## src/hdl/atrpm_pkg.sv

```systemverilog
// atrpm_pkg: shared types and constants of the modem response pattern matcher
// the fixed pattern characters, pattern lengths, pattern ids and pin level codes
// no dependencies
package atrpm_pkg;

    localparam int PAT_COUNT = 9;
    localparam int PAT_MAX   = 14;
    localparam int PROG_W    = 4;

    typedef logic [7:0]        char_t;
    typedef logic [PROG_W-1:0] prog_t;

    typedef enum logic [3:0] {
        PAT_OK     = 4'd0,
        PAT_READY  = 4'd1,
        PAT_PROMPT = 4'd2,
        PAT_CLOSED = 4'd3,
        PAT_HTTP   = 4'd4,
        PAT_IPD    = 4'd5,
        PAT_OFF    = 4'd6,
        PAT_LEVEL1 = 4'd7,
        PAT_LEVEL2 = 4'd8
    } pat_id_t;

    typedef logic [1:0] pin_level_t;
    localparam pin_level_t PIN_OFF    = 2'd0;
    localparam pin_level_t PIN_LEVEL1 = 2'd1;
    localparam pin_level_t PIN_LEVEL2 = 2'd2;

    localparam char_t CHAR_CR = 8'h0D;
    localparam char_t CHAR_LF = 8'h0A;
    localparam char_t CHAR_NUL = 8'h00;

    localparam char_t PAT_CHAR [PAT_COUNT][PAT_MAX] = '{
        '{0:"O", 1:"K", 2:CHAR_CR, 3:CHAR_LF, default:CHAR_NUL},
        '{0:"r", 1:"e", 2:"a", 3:"d", 4:"y", 5:CHAR_CR, 6:CHAR_LF, default:CHAR_NUL},
        '{0:"O", 1:"K", 2:CHAR_CR, 3:CHAR_LF, 4:">", default:CHAR_NUL},
        '{0:",", 1:"C", 2:"L", 3:"O", 4:"S", 5:"E", 6:"D", 7:CHAR_CR, 8:CHAR_LF,
          default:CHAR_NUL},
        '{0:"G", 1:"E", 2:"T", 3:" ", 4:"/", 5:" ", 6:"H", 7:"T", 8:"T", 9:"P",
          10:"/", 11:"1", 12:".", 13:"1"},
        '{0:"+", 1:"I", 2:"P", 3:"D", 4:",", default:CHAR_NUL},
        '{0:"G", 1:"E", 2:"T", 3:" ", 4:"/", 5:"?", 6:"p", 7:"i", 8:"n", 9:"=",
          10:"T", 11:"A", 12:"T", default:CHAR_NUL},
        '{0:"G", 1:"E", 2:"T", 3:" ", 4:"/", 5:"?", 6:"p", 7:"i", 8:"n", 9:"=",
          10:"M", 11:"U", 12:"C", 13:"1"},
        '{0:"G", 1:"E", 2:"T", 3:" ", 4:"/", 5:"?", 6:"p", 7:"i", 8:"n", 9:"=",
          10:"M", 11:"U", 12:"C", 13:"2"}
    };

    localparam prog_t PAT_LEN [PAT_COUNT] = '{
        4'd4, 4'd7, 4'd5, 4'd9, 4'd14, 4'd5, 4'd13, 4'd14, 4'd14
    };

endpackage

```

## src/hdl/atrpm_stream_if.sv

```systemverilog
// atrpm_rx_if and atrpm_res_if: valid/ready channels of the pattern matcher
// depends on nothing but plain logic types
interface atrpm_rx_if;
    logic       valid;
    logic       ready;
    logic [7:0] rx_byte;

    modport source (output valid, output rx_byte, input ready);
    modport sink   (input valid, input rx_byte, output ready);
endinterface

interface atrpm_res_if;
    logic       valid;
    logic       ready;
    logic       ok_found;
    logic       ready_found;
    logic       prompt_found;
    logic       closed_found;
    logic       http_found;
    logic       ipd_found;
    logic [7:0] link_id;
    logic       link_id_captured;
    logic [1:0] pin_level;
    logic       pin_changed;
    logic       refresh_request;

    modport source (
        output valid, input ready,
        output ok_found, output ready_found, output prompt_found, output closed_found,
        output http_found, output ipd_found, output link_id, output link_id_captured,
        output pin_level, output pin_changed, output refresh_request
    );
    modport sink (
        input valid, output ready,
        input ok_found, input ready_found, input prompt_found, input closed_found,
        input http_found, input ipd_found, input link_id, input link_id_captured,
        input pin_level, input pin_changed, input refresh_request
    );
endinterface

```

## src/hdl/atrpm_matcher_bank.sv

```systemverilog
// atrpm_matcher_bank: nine fixed-pattern matchers with their progress counters
// depends on atrpm_pkg for the pattern characters and lengths
module atrpm_matcher_bank (
    input  logic                               clk,
    input  logic                               rst_n,
    input  logic                               step,
    input  atrpm_pkg::char_t                   rx_byte,
    output logic [atrpm_pkg::PAT_COUNT-1:0]    found
);

    atrpm_pkg::prog_t prog_reg  [atrpm_pkg::PAT_COUNT];
    atrpm_pkg::prog_t prog_next [atrpm_pkg::PAT_COUNT];

    for (genvar p = 0; p < atrpm_pkg::PAT_COUNT; p++) begin : g_pat
        logic hit;
        logic last;

        // a counter out of range counts as a mismatch
        assign hit  = (prog_reg[p] < atrpm_pkg::PAT_LEN[p])
                   && (rx_byte == atrpm_pkg::PAT_CHAR[p][prog_reg[p]]);
        assign last = (prog_reg[p] == atrpm_pkg::PAT_LEN[p] - atrpm_pkg::prog_t'(1));

        assign found[p]     = hit && last;
        // mismatch restarts at zero without re-checking the first character
        assign prog_next[p] = (hit && !last) ? prog_reg[p] + atrpm_pkg::prog_t'(1)
                                             : '0;

        always_ff @(posedge clk or negedge rst_n)
        begin
            if (!rst_n)
            begin
                prog_reg[p] <= '0;
            end
            else if (step)
            begin
                prog_reg[p] <= prog_next[p];
            end
        end
    end

endmodule

```

## src/hdl/at_response_pattern_matcher_core.sv

```systemverilog
// at_response_pattern_matcher_core: top level of the modem response matcher
// depends on atrpm_pkg, atrpm_rx_if, atrpm_res_if and atrpm_matcher_bank
//
// Received modem bytes arrive one per transfer on rx and each produces exactly one
// result transfer on res, in order. Nine matchers (OK, ready, OK prompt, CLOSED,
// HTTP GET, +IPD and the three pin commands) run side by side; a mismatching byte
// restarts a matcher at zero and is not re-checked against the first character.
// The byte after "+IPD," is held as the link id, the pin commands set the held pin
// level, and an HTTP request or pin command raises refresh_request. A byte passes
// from the input register through the matcher logic into the result register. One
// byte is taken every cycle while res keeps up; the input register and the result
// register form a two-deep pipeline, so a byte is still accepted while a finished
// result waits.
module at_response_pattern_matcher_core (
    input  logic               clk,
    input  logic               rst_n,
    atrpm_rx_if.sink           rx,
    atrpm_res_if.source        res
);

    // input register
    logic                  in_valid_reg;
    atrpm_pkg::char_t      in_byte_reg;

    // result register
    logic                  res_valid_reg;
    logic [atrpm_pkg::PAT_COUNT-1:0] found_reg;
    logic                  captured_reg;
    logic                  pin_changed_reg;

    // matcher side state
    logic                  pending_reg;
    logic                  pending_next;
    atrpm_pkg::char_t      link_id_reg;
    atrpm_pkg::char_t      link_id_next;
    atrpm_pkg::pin_level_t pin_level_reg;
    atrpm_pkg::pin_level_t pin_level_next;
    logic                  pin_changed_next;

    logic                  step;
    logic [atrpm_pkg::PAT_COUNT-1:0] found;

    // the held byte moves to the result register when that register is free or drained
    assign step     = in_valid_reg && (!res_valid_reg || res.ready);
    assign rx.ready = !in_valid_reg || step;

    atrpm_matcher_bank u_bank (
        .clk     (clk),
        .rst_n   (rst_n),
        .step    (step),
        .rx_byte (in_byte_reg),
        .found   (found)
    );

    // link id capture happens before the +IPD matcher sees the byte
    always_comb
    begin
        link_id_next = pending_reg ? in_byte_reg : link_id_reg;
        pending_next = found[atrpm_pkg::PAT_IPD];
    end

    // pin commands, later one wins
    always_comb
    begin
        pin_level_next   = pin_level_reg;
        pin_changed_next = 1'b0;
        if (found[atrpm_pkg::PAT_OFF])
        begin
            pin_level_next   = atrpm_pkg::PIN_OFF;
            pin_changed_next = 1'b1;
        end
        if (found[atrpm_pkg::PAT_LEVEL1])
        begin
            pin_level_next   = atrpm_pkg::PIN_LEVEL1;
            pin_changed_next = 1'b1;
        end
        if (found[atrpm_pkg::PAT_LEVEL2])
        begin
            pin_level_next   = atrpm_pkg::PIN_LEVEL2;
            pin_changed_next = 1'b1;
        end
    end

    always_ff @(posedge clk or negedge rst_n)
    begin
        if (!rst_n)
        begin
            in_valid_reg    <= 1'b0;
            in_byte_reg     <= '0;
            res_valid_reg   <= 1'b0;
            found_reg       <= '0;
            captured_reg    <= 1'b0;
            pin_changed_reg <= 1'b0;
            pending_reg     <= 1'b0;
            link_id_reg     <= '0;
            pin_level_reg   <= atrpm_pkg::PIN_OFF;
        end
        else
        begin
            // input side
            if (rx.valid && rx.ready)
            begin
                in_valid_reg <= 1'b1;
                in_byte_reg  <= rx.rx_byte;
            end
            else if (step)
            begin
                in_valid_reg <= 1'b0;
            end

            // result side
            if (step)
            begin
                res_valid_reg   <= 1'b1;
                found_reg       <= found;
                captured_reg    <= pending_reg;
                pin_changed_reg <= pin_changed_next;
                pending_reg     <= pending_next;
                link_id_reg     <= link_id_next;
                pin_level_reg   <= pin_level_next;
            end
            else if (res.ready)
            begin
                res_valid_reg <= 1'b0;
            end
        end
    end

    assign res.valid            = res_valid_reg;
    assign res.ok_found         = found_reg[atrpm_pkg::PAT_OK];
    assign res.ready_found      = found_reg[atrpm_pkg::PAT_READY];
    assign res.prompt_found     = found_reg[atrpm_pkg::PAT_PROMPT];
    assign res.closed_found     = found_reg[atrpm_pkg::PAT_CLOSED];
    assign res.http_found       = found_reg[atrpm_pkg::PAT_HTTP];
    assign res.ipd_found        = found_reg[atrpm_pkg::PAT_IPD];
    assign res.link_id          = link_id_reg;
    assign res.link_id_captured = captured_reg;
    assign res.pin_level        = pin_level_reg;
    assign res.pin_changed      = pin_changed_reg;
    assign res.refresh_request  = found_reg[atrpm_pkg::PAT_HTTP] | pin_changed_reg;

endmodule

```

## src/flat_wrapper.sv

```systemverilog
// flat-port wrapper written by rule: the top's interface ports become plain ports
module at_response_pattern_matcher_core_flat 
  (clk, rst_n, rx_valid, rx_rx_byte, rx_ready, res_valid, res_ready, res_ok_found, res_ready_found, res_prompt_found, res_closed_found, res_http_found, res_ipd_found, res_link_id, res_link_id_captured, res_pin_level, res_pin_changed, res_refresh_request);
  atrpm_rx_if rx_i ();
  atrpm_res_if res_i ();
  input  logic clk;
  input  logic rst_n;
  input wire logic [$bits(rx_i.valid)-1:0] rx_valid;
  input wire logic [$bits(rx_i.rx_byte)-1:0] rx_rx_byte;
  output wire logic [$bits(rx_i.ready)-1:0] rx_ready;
  output wire logic [$bits(res_i.valid)-1:0] res_valid;
  input wire logic [$bits(res_i.ready)-1:0] res_ready;
  output wire logic [$bits(res_i.ok_found)-1:0] res_ok_found;
  output wire logic [$bits(res_i.ready_found)-1:0] res_ready_found;
  output wire logic [$bits(res_i.prompt_found)-1:0] res_prompt_found;
  output wire logic [$bits(res_i.closed_found)-1:0] res_closed_found;
  output wire logic [$bits(res_i.http_found)-1:0] res_http_found;
  output wire logic [$bits(res_i.ipd_found)-1:0] res_ipd_found;
  output wire logic [$bits(res_i.link_id)-1:0] res_link_id;
  output wire logic [$bits(res_i.link_id_captured)-1:0] res_link_id_captured;
  output wire logic [$bits(res_i.pin_level)-1:0] res_pin_level;
  output wire logic [$bits(res_i.pin_changed)-1:0] res_pin_changed;
  output wire logic [$bits(res_i.refresh_request)-1:0] res_refresh_request;
  assign rx_i.valid = rx_valid;
  assign rx_i.rx_byte = rx_rx_byte;
  assign rx_ready = rx_i.ready;
  assign res_valid = res_i.valid;
  assign res_i.ready = res_ready;
  assign res_ok_found = res_i.ok_found;
  assign res_ready_found = res_i.ready_found;
  assign res_prompt_found = res_i.prompt_found;
  assign res_closed_found = res_i.closed_found;
  assign res_http_found = res_i.http_found;
  assign res_ipd_found = res_i.ipd_found;
  assign res_link_id = res_i.link_id;
  assign res_link_id_captured = res_i.link_id_captured;
  assign res_pin_level = res_i.pin_level;
  assign res_pin_changed = res_i.pin_changed;
  assign res_refresh_request = res_i.refresh_request;
  at_response_pattern_matcher_core u_core (.clk(clk), .rst_n(rst_n), .rx(rx_i), .res(res_i));
endmodule
```

## config.mk

```make
export PLATFORM = sky130hd
export DESIGN_NAME = at_response_pattern_matcher_core_flat
export DESIGN_NICKNAME = d
export VERILOG_FILES = /design/src/hdl/atrpm_pkg.sv /design/src/hdl/atrpm_stream_if.sv /design/src/hdl/atrpm_matcher_bank.sv /design/src/hdl/at_response_pattern_matcher_core.sv /design/src/flat_wrapper.sv
export SDC_FILE = /design/constraint.sdc
export NUM_CORES = 1
export LEC_CHECK = 0
export ABC_AREA = 0
export BUFFER_PORTS_ARGS = -buffer_cell sky130_fd_sc_hd__buf_2
export CORE_MARGIN = 4
export CORE_UTILIZATION = 50
export CTS_BUF_LIST = sky130_fd_sc_hd__clkbuf_8
export CTS_CLUSTER_SIZE = 8
export DETAILED_ROUTE_END_ITERATION = 8
export HOLD_SLACK_MARGIN = 0.06
export PLACE_DENSITY = 0.78
export SKIP_LAST_GASP = 1
export SYNTH_ARGS = -nofsm -noshare
export SYNTH_HDL_FRONTEND = slang
export SYNTH_SLANG_ARGS = --single-unit
```

## constraint.sdc

```tcl
create_clock -name clk -period 3.4 [get_ports clk]
set_clock_uncertainty 0.2 [all_clocks]
set_input_delay 0.68 -clock clk [delete_from_list [all_inputs] [get_ports clk]]
set_output_delay 0.68 -clock clk [all_outputs]
set_load 0.03 [all_outputs]
```

=== Word level (Yosys, flattened, before mapping) ===
Memory sizes are Yosys's and may differ from the RTL's.
Cells that the tools add are included.

* RAM bits: 0
* Register bits: 65
* Memories kept: 9
* Latch bits: 0
* Word-level logic and storage cells: 166
* Memory bits (read-only): 1152

{| class="wikitable"
|+ Memory list
! memory !! words !! bits a word !! rd ports !! clocked after Yosys merged registers in !! write ports !! RTL line !! RTL
|-
| (no name shown) || 16 || 8 || 1 || 0 || 0 || atrpm_matcher_bank.sv:20 || <nowiki>&& (rx_byte == atrpm_pkg::PAT_CHAR[p][prog_reg[p]]);</nowiki>
|-
| (no name shown) || 16 || 8 || 1 || 0 || 0 || atrpm_matcher_bank.sv:20 ||
|-
| (no name shown) || 16 || 8 || 1 || 0 || 0 || atrpm_matcher_bank.sv:20 ||
|-
| (no name shown) || 16 || 8 || 1 || 0 || 0 || atrpm_matcher_bank.sv:20 ||
|-
| (no name shown) || 16 || 8 || 1 || 0 || 0 || atrpm_matcher_bank.sv:20 ||
|-
| (no name shown) || 16 || 8 || 1 || 0 || 0 || atrpm_matcher_bank.sv:20 ||
|-
| 3 more memories || n/a || n/a || n/a || n/a || n/a || n/a ||
|}

* Mux-type cells: 37
* Magnitude comparators: 18
* $add $sub $neg: 9
* Shifts and indexed selects: 0
* Div/mod/pow operators: 0
* Multipliers: 0
* Equality and inequality tests: 18
* Reduce and logical (&&, ||, !) cells: 47
* Bitwise logic cells: 10

{| class="wikitable"
|+ Operators with widths
! kind !! count
|-
| $mux W8 || 18
|-
| $eq A8 B8 Y1 || 9
|-
| $ge A5 B5 Y1 const B || 9
|-
| $not A4 Y5 || 9
|-
| $add A4 B1 Y4 const B || 9
|-
| $mux W4 || 9
|-
| $logic_and A1 B1 Y1 || 29
|-
| $eq A4 B4 Y1 const B || 5
|-
| $lt A4 B4 Y1 const B || 5
|-
| $lt A4 B3 Y1 const B || 4
|-
| $eq A4 B3 Y1 const B || 3
|-
| $logic_not A1 Y1 || 11
|-
| $mux W1 || 7
|-
| $mux W2 || 3
|-
| $eq A4 B2 Y1 const B || 1
|-
| $reduce_and A2 Y1 || 2
|-
| $reduce_bool A2 Y1 || 2
|-
| $reduce_bool A3 Y1 || 1
|-
| $logic_or A1 B1 Y1 || 2
|-
| $or A1 B1 Y1 || 1
|}

=== Depth between registers and ports, before layout ===
Gate-level depths: netlist of run 1.

* Depth after elaboration: 10
* Depth in mapped cells: 10

=== Cells and area by module ===
A second synthesis of run 1 with hierarchy kept.

* Cells, all modules: 601
* Area total of the unflattened synthesis: 5526.6 µm²

{| class="wikitable"
|+ By module, submodules not included
! module !! area each (µm²) !! seq. area each (µm²) !! cells each !! times used
|-
| atrpm_matcher_bank || 4419.2 || 900.9 || 531 || 1
|-
| at_response_pattern_matcher_core || 1107.3 || 700.7 || 70 || 1
|}

=== Worst setup path before layout of run 1 ===
Ideal clock, no wire load.

* Path type: reg2reg
* From: register u_core.u_bank.prog_reg[16] in the netlist's numbering
* To: register u_core.u_bank.prog_reg[18] in the netlist's numbering
* Buffers on the path: 0
* Clock period less this slack: 2436 ps
* Arrival time: 2171 ps
* Cell stages (with the launch flop): 9
* Setup slack: 964 ps
* Path through: dfrtp_1 inv_1 ha_1 mux4_2 xnor2_1 nor3_1 nand4b_1 o21ai_0 a22o_1

* Word-level cells in the longest chain between the ends: 8
* Elaborated cells on any way between the ends: 12
* Classes of those cells: add/sub: 1; order compare: 1; eq/ne: 2; mux: 3; bitwise: 1; reduce/logical: 3; memory: 1

{| class="wikitable"
|+ Ends and longest elaborated chain
! what !! RTL line !! RTL
|-
| start: declaration || atrpm_matcher_bank.sv:11 || <nowiki>atrpm_pkg::prog_t prog_reg [atrpm_pkg::PAT_COUNT];</nowiki>
|-
| start signal: indexed assignment || atrpm_matcher_bank.sv:36 || <nowiki>prog_reg[p] <= prog_next[p];</nowiki>
|-
| $not A4 Y5 (implied by the code) || atrpm_matcher_bank.sv:20 ||
|-
| $mem_v2 Z16 W8 || n/a ||
|-
| $mux W8 (implied by the code) (2 in a row) || atrpm_matcher_bank.sv:20 ||
|-
| $eq A8 B8 Y1 || atrpm_matcher_bank.sv:20 ||
|-
| $logic_and A1 B1 Y1 || atrpm_matcher_bank.sv:20 ||
|-
| $logic_and A1 B1 Y1 || atrpm_matcher_bank.sv:25 || <nowiki>assign prog_next[p] = (hit && !last) ? prog_reg[p] + atrpm_pkg::prog_t'(1)</nowiki>
|-
| $mux W4 * || atrpm_matcher_bank.sv:25 ||
|}

Every way passes the cells marked *; elsewhere a longest branch is shown, timed or not. The select of a mux whose other input is x is not followed.
A chain may end at the register's enable or synchronous reset.

=== Final worst setup path of run 1 ===
Same ends and word-level chain as after synthesis.

==> results of run 1 <==
[cell families after synthesis]
logic type / Yosys count / synth area share
DFF: 64 / 0.307
and+or+nand+nor: 206 / 0.212
adders and majority gates: 53 / 0.127
xor gates and xnor gates: 44 / 0.0738
buffers and inverters: 75 / 0.0599
muxes: 33 / 0.0772
AOI/OAI and AO/OA: 115 / 0.143
[worst register-to-register path: stages, from the launching register on]
cell and delay (ns):
dfrtp_1 0.53, inv_1 0.16, ha_1 0.33, mux4_2 0.47, xnor2_1 0.14, nor3_1 0.27, nand4b_1 0.25, o21ai_0 0.22
a22o_1 0.15
[through the flow]
| stage | util | instance area [um2] | instances |
|---|---|---|---|
| finish | 0.548 | 5610 | 742 |
| global placement | 0.532 | 5450 | 728 |
| CTS | 0.548 | 5610 | 742 |
| floorplan | - | 5220 | 590 |
| global route | 0.548 | 5610 | 742 |
| detailed placement | 0.532 | 5450 | 728 |
[power by group]
group	leakage, nW	internal, mW	switching (mW)
clock	0.0838	0.272	0.292
sequential	0.857	0.779	0.0692
combinational	1.51	0.127	0.178
[routing by layer]
layer | up-vias | GRT usage | share of wire
met5 | - | 0 | 0
met4 | 0 | 0.0827 | 0.022
met3 | 23 | 0.0419 | 0.050
met2 | 112 | 0.347 | 0.48
met1 | 2119 | 0.266 | 0.45
li1 | 2087 | - | -
[worst max path at each step]
stage,end,slack [ns],cells after the start
6_report,u_core.u_bank.prog_reg[18],0.61,8
3_5_place_dp,u_core.u_bank.prog_reg[18],0.69,8
4_1_cts,u_core.u_bank.prog_reg[18],0.66,8
2_1_floorplan,u_core.u_bank.prog_reg[18],0.96,8
3_3_place_gp,u_core.u_bank.prog_reg[18],0.77,8
5_1_grt,u_core.res.pin_level[0],0.42,9
[area by class of cell]
class	count	area [um2]	area share
Clock buffer	10	138	0.0245
Clock inverter	4	22.5	0.00402
Inverter	38	143	0.0254
Multi-Input combinational cell	451	3310	0.590
Sequential cell	64	1600	0.286
Tap cell	136	170	0.0304
Timing Repair Buffer	39	225	0.0402
[synthesized netlist by cell type (7+ instances only)]
master    count  area share
xor2_1       15       0.025
nor3b_1       8       0.012
nand2_1      46       0.033
o21ai_1       8      0.0077
xnor2_1      29       0.049
a21oi_1      21       0.020
a31oi_1       7      0.0084
nor2_1       33       0.024
mux2_2       18       0.039
a22o_1        7       0.012
nand3_1      27       0.026
o22ai_1       7      0.0084
nor3_1       16       0.015
buf_2        16       0.015
o21ai_0      28       0.027
clkbuf_1     17       0.012
nor2b_1      11       0.013
ha_1         53        0.13
mux2i_1      11       0.021
dfrtp_1      64        0.31
a211oi_1      7       0.010
inv_1        38       0.027
nand2b_1     18       0.022
==> results.sh, run 1 <==
export IMPL_finalNetCount=668
export IMPL_hold_viol=0
export IMPL_arrival_ns=2.87
export IMPL_whs_ns=0.163
export IMPL_rsz0062_at_grt="false"
export IMPL_maxCapViolCount=0
export IMPL_die_area_um2=12100
export IMPL_critical_path_class="reg -> reg"
export IMPL_p_per_area_nw_per_um2=306
export IMPL_reg2reg_slack_ns=0.61
export IMPL_ys_seq_area_frac=0.307
export IMPL_dp_slack_ns=0.688
export IMPL_vias=4341
export IMPL_cts_clk_slew_worst_paths_ns=0.07
export IMPL_wl_per_cell_um=16.3
export IMPL_port_buffers=32
export IMPL_hpwlAfterDp_um=8630
export IMPL_p_leak_nw=2.45
export IMPL_htree_levels=3
export IMPL_grt_pass1_vias=4206
export IMPL_clk_path_buf_depth=2
export IMPL_max_stage_delay_ns=0.53
export IMPL_rows=37
export IMPL_synth_warnings=0
export IMPL_crit_family="flip-flops"
export IMPL_slew_headroom=0.401
export IMPL_cts_setup_buffers=0
export IMPL_final_cell_mix="dfrtp_1 (64), ha_1 (53), nand2_1 (46), inv_1 (38), nor2_1 (33)"
export IMPL_required_ns=3.48
export IMPL_r2r_end="u_core.u_bank.prog_reg[18]"
export IMPL_firstDrtPassIters=4
export IMPL_layout_drive_gt1_share=0.145
export IMPL_die_y_um=110
export IMPL_ys_ff_latch=64
export IMPL_postRouteAntennaNets=0
export IMPL_tns_ns=0
export IMPL_peakVddDrop_mv=0.212
export IMPL_synthesis_nets=655
export IMPL_synthDistinctLibCells=65
export IMPL_async_reset_ff_frac=1.00
export IMPL_crit_path_start_kind="flip-flop"
export IMPL_area_delta_synth_final_pct=7.38
export IMPL_cts_sinks=64
export IMPL_crit_path_top_delay_cell="dfrtp_1"
export IMPL_cts_buffers=9
export IMPL_finalWorstSetupSlack_ns=0.615
export IMPL_grt_pass1_wl_um=20000
export IMPL_cts_root_buf="clkbuf_8"
export IMPL_ctsResizeCount=0
export IMPL_syn_avg_cell_area_um2=8.85
export IMPL_final_common_cell="dfrtp_1"
export IMPL_groute_usage_overall=0.208
export IMPL_worst_pin_slew_ns=0.899
export IMPL_finalCritPeriodShare=0.819
export IMPL_path_cells="inv_1 > ha_1 > mux4_2 > xnor2_1 > nor3_1 > nand4b_1 > o21ai_0 > a22o_1"
export IMPL_setup_violations=0
export IMPL_synth_edf_count=0
export IMPL_endpoint_kind="flip-flop"
export IMPL_synthFlopType="dfrtp_1"
export IMPL_cp_startpoint="u_core.u_bank.prog_reg[16]"
export IMPL_io_pins=33
export IMPL_drt_initial_drc_count=311
export IMPL_drc_errors=0
export IMPL_diodes=0
export IMPL_finalMaxSlewViolations=0
export IMPL_fin_total_pwr_mw=1.72
export IMPL_r2r_start="u_core.u_bank.prog_reg[16]"
export IMPL_cts_tree="yes"
export IMPL_routed_wl_um=12100
export IMPL_gp_congestion=0.943
export IMPL_start_util=0.510
export IMPL_postCtsHoldBufs=0
export IMPL_rr_worst_depth=8
export IMPL_min_delay_path_class="in -> async"
export IMPL_netlist_instances=590
export IMPL_fmax_ghz=0.359
export IMPL_core_um2=10200
export IMPL_routed_via_density=5.85
export IMPL_path_buf_inv=1
export IMPL_grt_max_degree=40
export IMPL_clkLatencyLatePin_ns=0.34
export IMPL_antenna_found_initial=0
export IMPL_crit_fanout=11
export IMPL_synth_area_um2=5220
export IMPL_die_w_um=110
export IMPL_status="completed"
export IMPL_grt_overflow=0
export IMPL_fillerInstances=907
export IMPL_period_needed_ns=2.79
export IMPL_largest_reg_flops=36
No activity file was read; power rests on OpenSTA's default activity.
==> inputs of run 2 (changes only) <==
--- a/config.mk
+++ b/config.mk
@@ -13,7 +13,7 @@
 export CTS_CLUSTER_SIZE = 8
 export DETAILED_ROUTE_END_ITERATION = 8
 export HOLD_SLACK_MARGIN = 0.06
-export PLACE_DENSITY = 0.78
+export PLACE_DENSITY = 0.8
 export SKIP_LAST_GASP = 1
 export SYNTH_ARGS = -nofsm -noshare
 export SYNTH_HDL_FRONTEND = slang
==> constraint.sdc (replaced) <==
create_clock -name clk -period 2.5 [get_ports clk]
set_clock_uncertainty 0.2 [all_clocks]
set_input_delay 0.5 -clock clk [delete_from_list [all_inputs] [get_ports clk]]
set_output_delay 0.5 -clock clk [all_outputs]
set_load 0.03 [all_outputs]
==> run 2 against run 1 <==
Against the previous run:
- final cell count increased by 6.6%
- wire length up 10%
- critical path type unchanged
- first-iteration DRC count decreased by 0.64%
- critical endpoint is now u_core.u_bank.prog_reg[0]
==> results.sh, run 2 (same netlist as run 1, synthesis figures left out) <==
export IMPL_status="completed"
export IMPL_required_ns=2.57
export IMPL_final_cell_mix="dfrtp_1 (56), buf_4 (48), nand2_1 (46), ha_1 (46), inv_1 (35)"
export IMPL_firstDrtPassIters=5
export IMPL_arrival_ns=2.49
export IMPL_io_pins=33
export IMPL_holdPathEnd="u_core.in_valid_reg"
export IMPL_routed_via_density=5.88
export IMPL_maxCapViolCount=0
export IMPL_p_per_area_nw_per_um2=399
export IMPL_endpoint_kind="flip-flop"
export IMPL_core_um2=10200
export IMPL_holdPathStages=2
export IMPL_tns_ns=0
export IMPL_min_delay_path_class="in -> reg"
export IMPL_dp_cells=762
export IMPL_routed_wl_met3_um=852
export IMPL_die_area_um2=12100
export IMPL_hpwlAfterDp_um=8980
export IMPL_cts_buffers=9
export IMPL_finalNetCount=715
export IMPL_final_common_cell="dfrtp_1"
export IMPL_start_util=0.510
export IMPL_rows=37
export IMPL_routed_wl_um=13300
export IMPL_htree_levels=3
export IMPL_drt_initial_drc_count=309
export IMPL_die_w_um=110
export IMPL_worst_pin_slew_ns=0.537
export IMPL_clkLatencyLatePin_ns=0.35
export IMPL_hold_viol=0
export IMPL_diodes=0
export IMPL_cts_root_buf="clkbuf_8"
export IMPL_antenna_found_initial=0
export IMPL_largest_reg_flops=36
export IMPL_period_needed_ns=2.42
export IMPL_reg2reg_slack_ns=0.08
export IMPL_postRouteAntennaNets=0
export IMPL_wl_per_cell_um=16.8
export IMPL_cts_tree="yes"
export IMPL_finalNonFillerCells=791
export IMPL_fmax_ghz=0.413
export IMPL_r2r_start="u_core.u_bank.prog_reg[1]"
export IMPL_setup_violations=0
export IMPL_wl_met2_um=6460
export IMPL_p_leak_nw=2.69
export IMPL_peakVddDrop_mv=0.301
export IMPL_topRoutingLayerUsed="met4"
export IMPL_critical_path_class="reg -> reg"
export IMPL_vias=4653
export IMPL_finalCritPeriodShare=0.970
export IMPL_crit_fanout=5
export IMPL_wl_met1_um=5670
export IMPL_layout_drive_gt1_share=0.261
export IMPL_groute_usage_overall=0.225
export IMPL_gp_congestion=0.923
export IMPL_finalMaxSlewViolations=0
export IMPL_cts_sinks=64
export IMPL_port_buffers=32
export IMPL_slew_headroom=0.642
export IMPL_hold_start="rx_valid"
export IMPL_die_y_um=110
export IMPL_crit_path_start_kind="flip-flop"
export IMPL_grt_overflow=0
export IMPL_clk_path_buf_depth=2
export IMPL_r2r_end="u_core.u_bank.prog_reg[0]"
export IMPL_grt_pass1_wl_um=21600
export IMPL_rr_worst_depth=10
export IMPL_drc_errors=0
export IMPL_cts_clk_slew_worst_paths_ns=0.08
export IMPL_fin_total_pwr_mw=2.46
export IMPL_grt_pass1_vias=4448
export IMPL_grt_max_degree=65
export IMPL_area_delta_synth_final_pct=17.9
-- run 2: per-layer routing --
metal | vias to the layer above | GRT usage
met5 | - | 0
li1 | 2178 | -
met4 | 0 | 0.0721
met1 | 2274 | 0.288
met3 | 37 | 0.0501
met2 | 164 | 0.377
-- run 2: worst max path at each step --
stage | startpoint | to | slack [ns]
final | u_core.u_bank.prog_reg[1] | u_core.u_bank.prog_reg[0] | 0.08
after global routing | u_core.u_bank.prog_reg[21] | u_core.u_bank.prog_reg[20] | -0.08
after CTS | u_core.u_bank.prog_reg[24] | u_core.u_bank.prog_reg[25] | -0.009
after detailed placement | u_core.u_bank.prog_reg[25] | u_core.u_bank.prog_reg[25] | -0.12
after global placement | u_core.u_bank.prog_reg[5] | u_core.res.pin_level[0] | 0.06
after floorplan | u_core.u_bank.prog_reg[16] | u_core.u_bank.prog_reg[18] | 0.06
-- run 2: through the flow --
stage / setup slack [ns] / area (um2) / hold WS (ns) / util
after floorplan: 0.0636 / 5220 / 0.00441 / -
after global placement: 0.0569 / 5710 / 0.261 / 0.559
after detailed placement: -0.123 / 5710 / 0.267 / 0.559
after CTS: -0.00910 / 5940 / 0.142 / 0.580
after global routing: -0.0764 / 6160 / 0.141 / 0.602
final: 0.0759 / 6160 / 0.151 / 0.602
-- run 2: power breakdown --
part	switching, mW	leakage [nW]	internal, mW
combinational	0.323	1.77	0.213
clock	0.458	0.0830	0.359
sequential	0.0429	0.844	1.06
-- run 2: layout make-up --
class / instances / area, um2
timing repair buffer: 86 / 613
clock inverter: 7 / 48.8
inverter: 38 / 143
sequential: 64 / 1610
tap: 136 / 170
multi-input combinational: 451 / 3450
fill: 857 / 4070
clock buffer: 9 / 124
-- run 2: repair_timing --
item	CTS	global route
setup buffers	3	9
setup endpoints to repair	9	32
resized for setup	6	41
hold endpoints to repair	64	0
pin swaps	3	21
hold buffers	1	0
cloned	0	0
-- run 2: critical path: stages (launching register included) --
cell,delay [ns]
dfrtp_2,0.44
buf_12,0.14
buf_4,0.14
ha_1,0.20
nor3b_2,0.19
a21oi_1,0.09
mux2i_2,0.19
nor4_4,0.30
and3b_2,0.29
nand3_1,0.09
o21ai_1,0.09
